### config.mk
export PLATFORM = sky130hd
export DESIGN_NAME = reorder_window_receiver_top
export DESIGN_NICKNAME = d
export VERILOG_FILES = /design/src/sv/rwr_pkg.sv /design/src/sv/reorder_window_receiver_top.sv /design/src/sv/rwr_ram.sv /design/src/sv/rwr_alu.sv
export SDC_FILE = /design/constraint.sdc
export NUM_CORES = 1
export LEC_CHECK = 0
export ABC_AREA = 0
export BUFFER_PORTS_ARGS = -buffer_cell sky130_fd_sc_hd__buf_2
export CELL_PAD_IN_SITES_DETAIL_PLACEMENT = 0
export CELL_PAD_IN_SITES_GLOBAL_PLACEMENT = 1
export CORE_ASPECT_RATIO = 1.1
export CORE_MARGIN = 5
export CORE_UTILIZATION = 26
export CTS_BUF_LIST = sky130_fd_sc_hd__clkbuf_8
export DETAILED_ROUTE_END_ITERATION = 6
export GPL_ROUTABILITY_DRIVEN = 0
export HOLD_SLACK_MARGIN = 0.03
export PLACE_DENSITY_LB_ADDON = 0.1
export REMOVE_ABC_BUFFERS = 1
export SLEW_MARGIN = 25
export SYNTH_ARGS = -nofsm -noshare
export SYNTH_HDL_FRONTEND = slang
export SYNTH_SLANG_ARGS = --single-unit
export TNS_END_PERCENT = 5
### constraint.sdc
create_clock -name i_clk -period 5.34 [get_ports i_clk]
set_input_delay 0.801 -clock i_clk [delete_from_list [all_inputs] [get_ports i_clk]]
set_output_delay 0.801 -clock i_clk [all_outputs]
set_load 0.1 [all_outputs]
### src/sv/rwr_pkg.sv
`timescale 1ns / 1ps
// ----------------------------------------------------------------------------
// rwr_pkg
// Shared types and constants for the reorder window receiver.
// ----------------------------------------------------------------------------
package rwr_pkg;

    localparam int SEQ_BITS = 6;
    localparam int DEPTH    = 1 << SEQ_BITS;
    localparam int WIN_W    = 6;
    localparam int CFG_W    = 6;
    localparam int CMP_W    = (SEQ_BITS > WIN_W) ? SEQ_BITS : WIN_W;

    typedef logic [SEQ_BITS-1:0] t_seq;
    typedef logic [WIN_W-1:0]    t_win;

    // register indexes on the configuration port
    localparam logic CFG_WINDOW_SIZE    = 1'b0;
    localparam logic CFG_START_SEQUENCE = 1'b1;

    // result kinds
    localparam logic KIND_DELIVER = 1'b0;
    localparam logic KIND_DROP    = 1'b1;

    typedef enum logic [1:0] {
        ST_IDLE,
        ST_CHECK,
        ST_ADV,
        ST_TEST
    } t_state;

    typedef enum logic {
        ALU_SUB,
        ALU_INC
    } t_alu_op;

    typedef struct packed {
        t_seq y;
        logic zero;
        logic below;
    } t_alu_res;

endpackage

### src/sv/reorder_window_receiver_top.sv
`timescale 1ns / 1ps
// ----------------------------------------------------------------------------
// reorder_window_receiver_top
// Selective-repeat receive window with in-order delivery of sequence numbers.
// ----------------------------------------------------------------------------
// Usage:
//   Input channel (i_in_valid / o_in_ready) carries one sequence number per
//   transfer. Output channel (o_out_valid / i_out_ready) carries one result
//   per transfer: kind (deliver or drop), the number, and a last flag on the
//   final result of each input transfer. A buffered number gives no result.
//   Configuration: write window_size (index 0) or start_sequence (index 1)
//   through i_cfg_we / i_cfg_index / i_cfg_data while the block is idle;
//   start_sequence also empties the window.
// Sequencing:
//   A dropped or buffered number passes the transfer cycle (which issues
//   the presence lookup) and the check state; o_in_ready returns when the
//   check state is left, which a drop delays while the output register is
//   full. A delivery makes one flush step per delivered number: each step
//   uses the shared adder once, then waits for the registered RAM read.
// Reset clears the sequencer, the output register and all presence valid
// bits at once; there is no clearing pass. If the receiver stalls, the
// sequencer holds on its pending result until the output register frees.
// ----------------------------------------------------------------------------
module reorder_window_receiver_top (
    input  logic                      i_clk,
    input  logic                      i_rst_n,
    input  logic                      i_in_valid,
    output logic                      o_in_ready,
    input  logic [5:0]                i_seq_number,
    output logic                      o_out_valid,
    input  logic                      i_out_ready,
    output logic                      o_kind,
    output logic [5:0]                o_seq_value,
    output logic                      o_last,
    input  logic                      i_cfg_we,
    input  logic                      i_cfg_index,
    input  logic [rwr_pkg::CFG_W-1:0] i_cfg_data
);

    rwr_pkg::t_state r_state, n_state;
    rwr_pkg::t_seq   r_seq, n_seq;       // number under test
    rwr_pkg::t_seq   r_exp, n_exp;       // expected number
    rwr_pkg::t_seq   r_pend, n_pend;     // delivery waiting for its last flag
    rwr_pkg::t_win   r_win, n_win;
    logic [rwr_pkg::DEPTH-1:0] r_vld, n_vld;

    logic            r_out_valid, n_out_valid;
    logic            r_out_kind, n_out_kind;
    rwr_pkg::t_seq   r_out_value, n_out_value;
    logic            r_out_last, n_out_last;

    // presence RAM and shared unit
    logic              ram_we;
    rwr_pkg::t_seq     ram_raddr;
    logic              ram_q;
    rwr_pkg::t_alu_op  alu_op;
    rwr_pkg::t_seq     alu_a;
    rwr_pkg::t_alu_res alu_res;

    logic out_free;
    logic present_seq;
    logic present_exp;

    rwr_ram #(
        .WIDTH (1),
        .DEPTH (rwr_pkg::DEPTH)
    ) u_present (
        .i_clk   (i_clk),
        .i_we    (ram_we),
        .i_waddr (r_seq),
        .i_wdata (1'b1),
        .i_raddr (ram_raddr),
        .o_rdata (ram_q)
    );

    rwr_alu u_alu (
        .i_op     (alu_op),
        .i_a      (alu_a),
        .i_b      (r_exp),
        .i_window (r_win),
        .o_res    (alu_res)
    );

    assign out_free    = !r_out_valid || i_out_ready;
    // an entry whose valid bit is clear reads as not buffered
    assign present_seq = r_vld[r_seq] & ram_q;
    assign present_exp = r_vld[r_exp] & ram_q;

    always_ff @(posedge i_clk) begin
        if (!i_rst_n) begin
            r_state     <= rwr_pkg::ST_IDLE;
            r_exp       <= '0;
            r_win       <= rwr_pkg::t_win'(8);
            r_vld       <= '0;
            r_out_valid <= 1'b0;
        end else begin
            r_state     <= n_state;
            r_exp       <= n_exp;
            r_win       <= n_win;
            r_vld       <= n_vld;
            r_out_valid <= n_out_valid;
        end
    end

    always_ff @(posedge i_clk) begin
        r_seq       <= n_seq;
        r_pend      <= n_pend;
        r_out_kind  <= n_out_kind;
        r_out_value <= n_out_value;
        r_out_last  <= n_out_last;
    end

    always_comb begin
        n_state     = r_state;
        n_seq       = r_seq;
        n_exp       = r_exp;
        n_pend      = r_pend;
        n_win       = r_win;
        n_vld       = r_vld;
        n_out_valid = r_out_valid && !i_out_ready;
        n_out_kind  = r_out_kind;
        n_out_value = r_out_value;
        n_out_last  = r_out_last;
        ram_we      = 1'b0;
        ram_raddr   = r_exp;
        alu_op      = rwr_pkg::ALU_SUB;
        alu_a       = r_seq;

        unique case (r_state)
            rwr_pkg::ST_IDLE: begin
                // look up the arriving number during its transfer
                ram_raddr = i_seq_number[rwr_pkg::SEQ_BITS-1:0];
                if (i_in_valid) begin
                    n_seq   = i_seq_number[rwr_pkg::SEQ_BITS-1:0];
                    n_state = rwr_pkg::ST_CHECK;
                end
            end
            rwr_pkg::ST_CHECK: begin
                ram_raddr = r_seq;
                if (alu_res.zero) begin
                    // expected number: hold it until the flush shows its last flag
                    n_pend  = r_seq;
                    n_state = rwr_pkg::ST_ADV;
                end else if (!alu_res.below || present_seq) begin
                    // outside the window or duplicate: drop
                    if (out_free) begin
                        n_out_valid = 1'b1;
                        n_out_kind  = rwr_pkg::KIND_DROP;
                        n_out_value = r_seq;
                        n_out_last  = 1'b1;
                        n_state     = rwr_pkg::ST_IDLE;
                    end
                end else begin
                    ram_we       = 1'b1;
                    n_vld[r_seq] = 1'b1;
                    n_state      = rwr_pkg::ST_IDLE;
                end
            end
            rwr_pkg::ST_ADV: begin
                alu_op    = rwr_pkg::ALU_INC;
                alu_a     = r_exp;
                ram_raddr = alu_res.y;
                n_exp     = alu_res.y;
                n_state   = rwr_pkg::ST_TEST;
            end
            rwr_pkg::ST_TEST: begin
                ram_raddr = r_exp;
                if (out_free) begin
                    n_out_valid = 1'b1;
                    n_out_kind  = rwr_pkg::KIND_DELIVER;
                    n_out_value = r_pend;
                    n_out_last  = !present_exp;
                    if (present_exp) begin
                        n_vld[r_exp] = 1'b0;
                        n_pend       = r_exp;
                        n_state      = rwr_pkg::ST_ADV;
                    end else begin
                        n_state = rwr_pkg::ST_IDLE;
                    end
                end
            end
            default: n_state = rwr_pkg::ST_IDLE;
        endcase

        if (i_cfg_we) begin
            unique case (i_cfg_index)
                rwr_pkg::CFG_WINDOW_SIZE: begin
                    n_win = rwr_pkg::t_win'(i_cfg_data);
                end
                rwr_pkg::CFG_START_SEQUENCE: begin
                    n_exp = i_cfg_data[rwr_pkg::SEQ_BITS-1:0];
                    n_vld = '0;
                end
                default: n_win = r_win;
            endcase
        end
    end

    assign o_in_ready  = (r_state == rwr_pkg::ST_IDLE);
    assign o_out_valid = r_out_valid;
    assign o_kind      = r_out_kind;
    assign o_seq_value = r_out_value;
    assign o_last      = r_out_last;

endmodule

### src/sv/rwr_ram.sv
`timescale 1ns / 1ps
// ----------------------------------------------------------------------------
// rwr_ram
// Generic single-write, single-read RAM with registered read data.
// ----------------------------------------------------------------------------
module rwr_ram #(
    parameter int WIDTH = 1,
    parameter int DEPTH = 64
) (
    input  logic                     i_clk,
    input  logic                     i_we,
    input  logic [$clog2(DEPTH)-1:0] i_waddr,
    input  logic [WIDTH-1:0]         i_wdata,
    input  logic [$clog2(DEPTH)-1:0] i_raddr,
    output logic [WIDTH-1:0]         o_rdata
);

    logic [WIDTH-1:0] r_mem [DEPTH];
    logic [WIDTH-1:0] r_rdata;

    always_ff @(posedge i_clk) begin
        if (i_we) begin
            r_mem[i_waddr] <= i_wdata;
        end
        r_rdata <= r_mem[i_raddr];
    end

    assign o_rdata = r_rdata;

endmodule

### src/sv/rwr_alu.sv
`timescale 1ns / 1ps
// ----------------------------------------------------------------------------
// rwr_alu
// Shared sequence arithmetic: modular offset with window compare, or increment.
// ----------------------------------------------------------------------------
module rwr_alu (
    input  rwr_pkg::t_alu_op i_op,
    input  rwr_pkg::t_seq    i_a,
    input  rwr_pkg::t_seq    i_b,
    input  rwr_pkg::t_win    i_window,
    output rwr_pkg::t_alu_res o_res
);

    rwr_pkg::t_seq                  sum;
    logic [rwr_pkg::CMP_W-1:0]      cmp_y;
    logic [rwr_pkg::CMP_W-1:0]      cmp_w;

    always_comb begin
        unique case (i_op)
            rwr_pkg::ALU_SUB: sum = i_a - i_b;
            rwr_pkg::ALU_INC: sum = i_a + rwr_pkg::t_seq'(1);
            default:          sum = i_a;
        endcase
        cmp_y       = rwr_pkg::CMP_W'(sum);
        cmp_w       = rwr_pkg::CMP_W'(i_window);
        o_res.y     = sum;
        o_res.zero  = (sum == '0);
        o_res.below = (cmp_y < cmp_w);
    end

endmodule

==> flow_metrics.env <==
export IMPL_area_growth_pct=10.1
export IMPL_fin_crit_ps=4410
export IMPL_layout_nets=723
export IMPL_io_pin_count=28
export IMPL_cpPeakStageDelay_ps=580
export IMPL_setup_tns_ps=0
export IMPL_post_cts_resized_instances=0
export IMPL_antenna_found_initial=0
export IMPL_holdCritPathClass="reg2reg"
export IMPL_max_cap_violations=0
export IMPL_syn_inst=694
export IMPL_worstPathRequired_ps=5360
export IMPL_flip_flop_and_latch_count_after_synthesis=99
export IMPL_clkSlewWorstSetupHoldPaths_ps=110
export IMPL_crit_path_top_delay_cell="a21oi_1"
export IMPL_worst_setup_path_type="reg2reg"
export IMPL_maxSlewHeadroom=0.250
export IMPL_grt_first_pass_wirelength_um=36600
export IMPL_powerDensity_nw_per_um2=297
export IMPL_mostFrequentLayoutCells="nand2_1 (131), dfxtp_1 (79), a21oi_1 (78)"
export IMPL_globalRouteTotalUtil=0.180
export IMPL_crit_path_cell_trace="nand2b_1 -> o21ai_0 -> ha_1 -> a211oi_2 -> o21bai_1 -> a21oi_2 -> xnor3_1 -> ha_1 -> o2111ai_1 -> o211ai_1 -> nor2_1 -> and4_1 -> a21o_1 -> a21oi_1"
export IMPL_drc=0
export IMPL_detailedRoute_firstIterationViolations=387
export IMPL_final_seq_area_um2=2180
export IMPL_status="finished clean"
export IMPL_io_buffer_count=27
export IMPL_ant_nets=0
export IMPL_drt_pre_antenna_iters=5
export IMPL_via_count=5700
export IMPL_multi_input_comb_area_um2=3610
export IMPL_placedInstanceArea_um2=6500
export IMPL_effective_utilization_at_floorplan=0.265
export IMPL_dominantRegCellSynth="dfxtp_1"
export IMPL_clock_tree_root_cell="clkbuf_8"
export IMPL_synth_seq_area_share=0.357
export IMPL_synth_edf_count=20
export IMPL_total_power_uw=1990
export IMPL_layout_commonest_cell="nand2_1"
export IMPL_wire_per_inst_um=24.0
export IMPL_cts_inserted_buffers=9
export IMPL_grt_max_degree=65
export IMPL_async_reset_ff_frac=0
export IMPL_drv_slew=0
export IMPL_dp_hpwl_um=16200
export IMPL_fp_coreArea_um2=23000
export IMPL_netlist_cell_type_count=65
export IMPL_dieArea_um2=26700
export IMPL_start_kind="flip-flop"
export IMPL_crit_top_cell="ha_1"
export IMPL_rows=58
export IMPL_critical_path_endpoint_type="flip-flop"
export IMPL_cts_hold_buf=0
export IMPL_vdd_ir_drop_worst_v=0.000185
export IMPL_die_w_um=156
export IMPL_clock_skew_ps=21.5
export IMPL_worstSkewPairLatency_ps=400
export IMPL_routed_wirelength_um=24000
export IMPL_total_leakage_power_uw=0.00292
export IMPL_worstMarginPinSlew_ps=1120
export IMPL_drt_vias_per_instance=5.71
export IMPL_synth_area_per_cell_um2=8.80
export IMPL_rsz0062_at_grt="false"
export IMPL_syn_area_um2=6110
export IMPL_cts_repair_timing_setup_buffer_count=0
export IMPL_timing_final_hold_violations=0
export IMPL_fin_crit_sh=0.825
export IMPL_post_route_cells_drive_above_1_share=0.153
export IMPL_ys_warn_count=0
export IMPL_fillCellCount=2423
export IMPL_first_global_vias=5733
export IMPL_grt_overflow_total=0
export IMPL_cts_htree_levels=3
export IMPL_worst_ep_arrival_time_ps=4430
export IMPL_postLayoutCoreUtil=0.292
export IMPL_dieHeight_um=171
export IMPL_report_final_setup_viol=0
export IMPL_cts_path_max_buffers=2
export IMPL_antenna_cells=0
export IMPL_clock_fmax_ghz=0.227
export IMPL_tritoncts="built"
export IMPL_finish_instance_area_um2=6720
export IMPL_worstPathMaxFanout=10
export IMPL_cts_sink_count=99
## metrics by stage
step / instances / hold slack [ps] / setup WS, ps
after global placement: 982 / 492 / 1060
after floorplan: 636 / 462 / 389
after detailed placement: 982 / 496 / 921
after global routing: 998 / 554 / 604
final: 998 / 517 / 932
after CTS: 998 / 522 / 883
## registers in the layout (all words and copies together), names as in the netlist
name and count:
r_state 2, o_last 1, r_vld 64, r_exp 6, r_seq 6, o_seq_value 6
r_pend 6, o_out_valid 1, o_kind 1, r_win 6
## cells by family after synthesis
group	share of synthesized area
AND/OR/NAND/NOR	0.180
adder cells (fa/ha/maj)	0.0258
buffers and inverters	0.0670
AO/OA/AOI/OAI	0.264
flip-flops	0.357
multiplexers	0.0922
XOR/XNOR	0.0137
## critical path: cells and delay by family, from the launching register on
kind                     cells  cell delay (ps)
XOR/XNOR                     1              380
adder cells (fa/ha/maj)      2              640
AO/OA/AOI/OAI                8             2060
flip-flops                   1              380
AND/OR/NAND/NOR              3              570
## area by class of cell
class | instances | area share
flip-flops and latches | 99 | 0.325
repair buffers | 46 | 0.0432
clock inverters | 7 | 0.0121
clock buffers | 9 | 0.0184
inverters | 14 | 0.00782
well taps | 300 | 0.0559
multi-input cells | 523 | 0.538
## per-layer routing
layer / wire, um / GRT usage
met1: 10500 / 0.246
met2: 11200 / 0.296
met3: 1620 / 0.0299
met4: 565 / 0.0498
met5: 0 / 0
## synthesized netlist by cell type, types with 3 or more instances
library cell  instances  area share
and2_1                6      0.0061
ha_1                 11       0.023
nor4_1                3      0.0031
nor2_1               43       0.026
o21ai_1               3      0.0025
a21oi_1              79       0.065
and3_1                5      0.0051
o21ai_0               9      0.0074
nand2b_1             10       0.010
mux4_2               11       0.041
nand3b_1              3      0.0037
nand3_1               5      0.0041
buf_6                15       0.028
and4_1                3      0.0043
mux2_2               11       0.020
a311oi_1              5      0.0072
o221ai_1              7       0.010
or3_1                 4      0.0041
o211ai_1              4      0.0049
clkbuf_1             20       0.012
a41o_1               64        0.10
a21o_1                6      0.0074
nor3_1               14       0.011
buf_1                10      0.0061
xnor2_1               5      0.0072
mux2i_1              18       0.030
nor3b_1               3      0.0037
buf_2                 9      0.0074
dfxtp_1              79        0.26
edfxtp_1             20       0.098
a31oi_1               4      0.0041
inv_1                14      0.0086
o22ai_1               4      0.0041
a211oi_1              7      0.0086
a22oi_1               5      0.0061
nor2b_1               7      0.0072
nand2_1             131       0.081
buf_4                 4      0.0049
## power breakdown
group / internal, uW / total (uW) / switching, uW / leakage (uW)
sequential: 791 / 815 / 23.9 / 0.000817
combinational: 169 / 642 / 473 / 0.00200
clock: 227 / 538 / 311 / 0.000108
## path summary, 6_finish.rpt
check / from / endpoint / slack (ps) / depth (start not counted)
worst min-delay path: r_win[0] / r_win[0] / 520 / 2
worst max-delay path: r_state[0] / o_seq_value[5] / 930 / 14
worst min register to register: r_win[0] / r_win[0] / 520 / 2
worst max register to register: r_state[0] / o_seq_value[5] / 930 / 14
(Power assumes the default switching activity.)
